**src/hdl/sdt_ram.sv**
```systemverilog
// Generic single-port RAM with registered read.
`default_nettype none
module sdt_ram #(
	parameter int unsigned WIDTH = 8,
	parameter int unsigned DEPTH = 16
) (
	input  wire logic                     clk,
	input  wire logic                     we,
	input  wire logic [$clog2(DEPTH)-1:0] addr,
	input  wire logic [WIDTH-1:0]         wdata,
	output logic      [WIDTH-1:0]         rdata
);
	logic [WIDTH-1:0] mem_q [DEPTH];

	always_ff @(posedge clk) begin
		if (we)
			mem_q[addr] <= wdata;
		rdata <= mem_q[addr];
	end
endmodule
`default_nettype wire

```
**config.mk**
```make
export PLATFORM = sky130hd
export DESIGN_NAME = sdt_ram
export DESIGN_NICKNAME = d
export VERILOG_FILES = /design/src/hdl/sdt_ram.sv
export SDC_FILE = /design/constraint.sdc
export NUM_CORES = 1
export LEC_CHECK = 0
export ABC_AREA = 1
export BUFFER_PORTS_ARGS = -buffer_cell sky130_fd_sc_hd__buf_2
export CORE_ASPECT_RATIO = 1.75
export CORE_MARGIN = 2
export CORE_UTILIZATION = 61
export DETAILED_ROUTE_END_ITERATION = 12
export PLACE_DENSITY = 0.79
export SKIP_CTS_REPAIR_TIMING = 1
export SYNTH_ARGS = -nofsm -noshare
export SYNTH_HDL_FRONTEND = slang
export SYNTH_SLANG_ARGS = --single-unit
```
**constraint.sdc**
```tcl
create_clock -name clk -period 2.6 [get_ports clk]
set_input_delay 0.78 -clock clk [delete_from_list [all_inputs] [get_ports clk]]
set_output_delay 0.78 -clock clk [all_outputs]
set_load 0.1 [all_outputs]
```
## Yosys cells after proc, flatten, opt, wreduce, memory -nomap -nowiden

Memory sizes are Yosys's and may differ from the RTL's. A register that Yosys moved wholly into a read port is not among the register bits.
Cells that the tools add are included.

- Muxes and demuxes: 2

Operators with widths:

| cell | count |
|---|---|
| $mux W1 | 2 |

- Bits of input ports: 14
- Word-level logic and storage cells: 3
- Bits in registers: 0
- Bits in writable memories: 128
- Memories kept: 1
- Output and inout bits: 8

Memories:

| name | depth | width | read ports | clocked after Yosys merged registers in | wr ports | line | text |
|---|---|---|---|---|---|---|---|
| mem_q | 16 | 8 | 1 | 1 | 1 | 13 | `logic [WIDTH-1:0] mem_q [DEPTH];` |

## Logic depth before layout (Yosys ltp)

- Depth in word-level cells: 2
- Depth in mapped cells: 11
- Mapped depth without buffers: 9

## Worst setup path before layout

No wires, ideal clock.

- Path kind: input-to-reg
- From: input addr[1]
- To: memory mem_q[3][0], enable pin
- Setup slack: 443 ps
- Setup time: 370 ps
- Data required time: 2230 ps
- Data arrival time: 1787 ps
- Buffers on the path: 2
- Cell stages on the path: 4
- Path through: buf_2 > clkbuf_1 > nand3_1 > nor2_1

RTL lines:

| element | line | text |
|---|---|---|
| start, declared | 9 | `input wire logic [$clog2(DEPTH)-1:0] addr,` |
| end, declared | 13 |  |

Straight into the memory's write port.

## Worst setup path in the final report

- From: input addr[0]
- To: memory mem_q[1][3], enable pin

Straight into the memory's write port.

==> results.py <==
metrics = {
    "worst_setup_path": {
        "cp_data_arrival_time_ns": 2.05,
        "crit_type": "in2reg",
        "startpoint_type": "primary input",
        "crit_path_end_kind": "register",
        "path_max_fanout": 38,
        "required_ns": 2.65,
    },
    "floorplanning": {
        "die_y_um": 131,
        "core_area_um2": 8980,
        "start_util_pct": 62.3,
        "die_area_um2": 9980,
        "die_width_um": 76.4,
        "row_count": 46,
        "ios": 22,
    },
    "pwr": {
        "power_density_nw_per_um2": 774,
        "peakVddDrop_mv": 0.604,
        "leakage_nw": 2.79,
    },
    "outcome": {
        "status": "completed",
    },
    "final_layout": {
        "postLayoutCellArea_um2": 6420,
        "syn_to_final_growth_pct": 14.7,
        "seq_area_um2": 4000,
        "num-fill-cells": 664,
        "multi_input_area_um2": 1390,
        "drive_above_1_share_pct": 11.1,
        "finalNetCount": 603,
        "antenna_cells": 0,
        "fin_cells": 722,
    },
    "place": {
        "preCtsSetupSlack_ns": 0.210,
        "dpl_cell_area_um2": 5900,
        "dpl.cell_count": 690,
        "numPortBuffers": 21,
        "hpwl_mm": 7.94,
        "place.gp.congestion": 0.944,
    },
    "clocking": {
        "clock_latency_ns": 0.41,
        "clk_root_buffer_cell": "clkbuf_16",
        "clk_path_buf_depth": 2,
        "clock-sinks": 136,
        "clk_pin_slew_ns": 0.05,
        "h-tree-depth": 4,
        "cts_tree": "done",
        "cts_inserted_buffers": 17,
    },
    "timing": {
        "finalHoldViolations": 0,
        "fin_worst_skew_ns": 0.0108,
        "worstMarginPinSlew_ns": 0.647,
        "post-route-period-util_pct": 77.2,
        "slew_headroom_pct": 56.7,
        "fin_crit_ns": 2.01,
        "rsz0062_at_grt": "no",
        "finalSetupViolations": 0,
        "fin_tns_setup_ns": 0,
        "setup_ws_ns": 0.592,
        "fmax_mhz": 498,
        "drv_slew": 0,
    },
    "grt": {
        "grt_pass1_vias": 3783,
        "antenna_found_initial": 0,
        "grt_usage_pct": 26.5,
        "grt_max_degree": 49,
        "grt_pass1_wl_mm": 18.9,
        "grt_overflow_total": 0,
    },
    "routing": {
        "drtIter0Drc": 309,
        "ant_nets": 0,
        "viasPerCell": 5.28,
        "vias": 3813,
        "drt-total-wl_mm": 12.3,
        "wl_per_cell_um": 17.1,
        "first_pass_iters": 5,
        "drc": 0,
    },
    "synth": {
        "yosysSeqAreaShare_pct": 71.6,
        "ys_warn_count": 0,
        "syn_area_um2": 5590,
        "syn_nets": 562,
        "synthCells": 548,
        "synth_cell_types": 11,
        "avgSynthCellArea_um2": 10.2,
        "ys_seq_elements": 136,
    },
    "min_path": {
        "hp-class": "reg2reg",
    },
    "flow_run": {
        "cap_violations": 0,
    },
}
==> flip-flops by register name (all words and copies together), names as in the netlist <==
signal,flops
rdata,8
mem_q,128
==> placed cells by master (no fill, tap or decap), drive strengths merged <==
master	instances
buf	43
inv	22
clkbuf	19
nor2	18
nand2	346
dfxtp	8
bufinv	1
nand3	4
clkinv	12
clkinvlp	1
edfxtp	128
==> cells in the mapped netlist <==
library cell / number / area [um^2]
inv_1: 21 / 78.8
buf_4: 6 / 45.0
buf_2: 12 / 60.1
nor2_1: 18 / 67.6
clkbuf_1: 3 / 11.3
edfxtp_1: 128 / 3840
clkinv_1: 1 / 3.75
nand2_1: 346 / 1300
nand3_1: 4 / 20.0
inv_2: 1 / 3.75
dfxtp_1: 8 / 160
==> where the power goes <==
part / switching (mW) / internal, mW / leakage, nW
clock: 0.815 / 1.28 / 0.253
sequential: 0.0132 / 2.45 / 1.22
combinational: 0.320 / 0.0838 / 1.32
==> layer usage <==
| metal | vias to the layer above | wire length (um) | track usage, % |
|---|---|---|---|
| li1 | 1835 | - | - |
| met1 | 1806 | 4330 | 26.7 |
| met2 | 136 | 6950 | 50.3 |
| met3 | 36 | 552 | 5.29 |
| met4 | 0 | 511 | 15.6 |
| met5 | - | 0 | 0 |
==> cell type report <==
cell class	instances	share of cell area (%)
clock buffers	19	6.75
repair buffers	43	4.21
well taps	120	2.34
flip-flops and latches	136	62.4
clock inverters	13	1.36
inverters	23	1.35
multi-input cells	368	21.6
==> cells by family (layout without fill, tap and decap cells) <==
| group | count (synthesis) | count (layout) | synth area share, % |
|---|---|---|---|
| flops | 136 | 136 | 71.6 |
| simple gates | 368 | 368 | 24.8 |
| buf+inv | 44 | 98 | 3.62 |
==> stage by stage <==
step / utilization, % / hold slack, ns / power [mW]
2_1_floorplan: - / 0.643 / 2.78
3_3_place_gp: 65.7 / 0.689 / 2.90
3_5_place_dp: 65.7 / 0.710 / 2.91
4_1_cts: 71.5 / 0.723 / 4.99
5_1_grt: 71.5 / 0.770 / 5.12
6_report: 71.5 / 0.712 / 4.97
==> worst max-delay path: stages <==
cell	delay, ns
buf_2	0.11
buf_4	0.33
nand3_1	0.25
nor2_1	0.56
==> path summary, 6_finish.rpt <==
path                 from           to  slack, ns  depth (start not counted)
max               addr[0]  mem_q[1][3]       0.59                          4
min          mem_q[12][5]     rdata[5]       0.71                          8
max reg2reg   mem_q[4][0]     rdata[0]       1.57                          8
min reg2reg  mem_q[12][5]     rdata[5]       0.71                          8
Note: power is estimated with default switching activity, not from simulation.
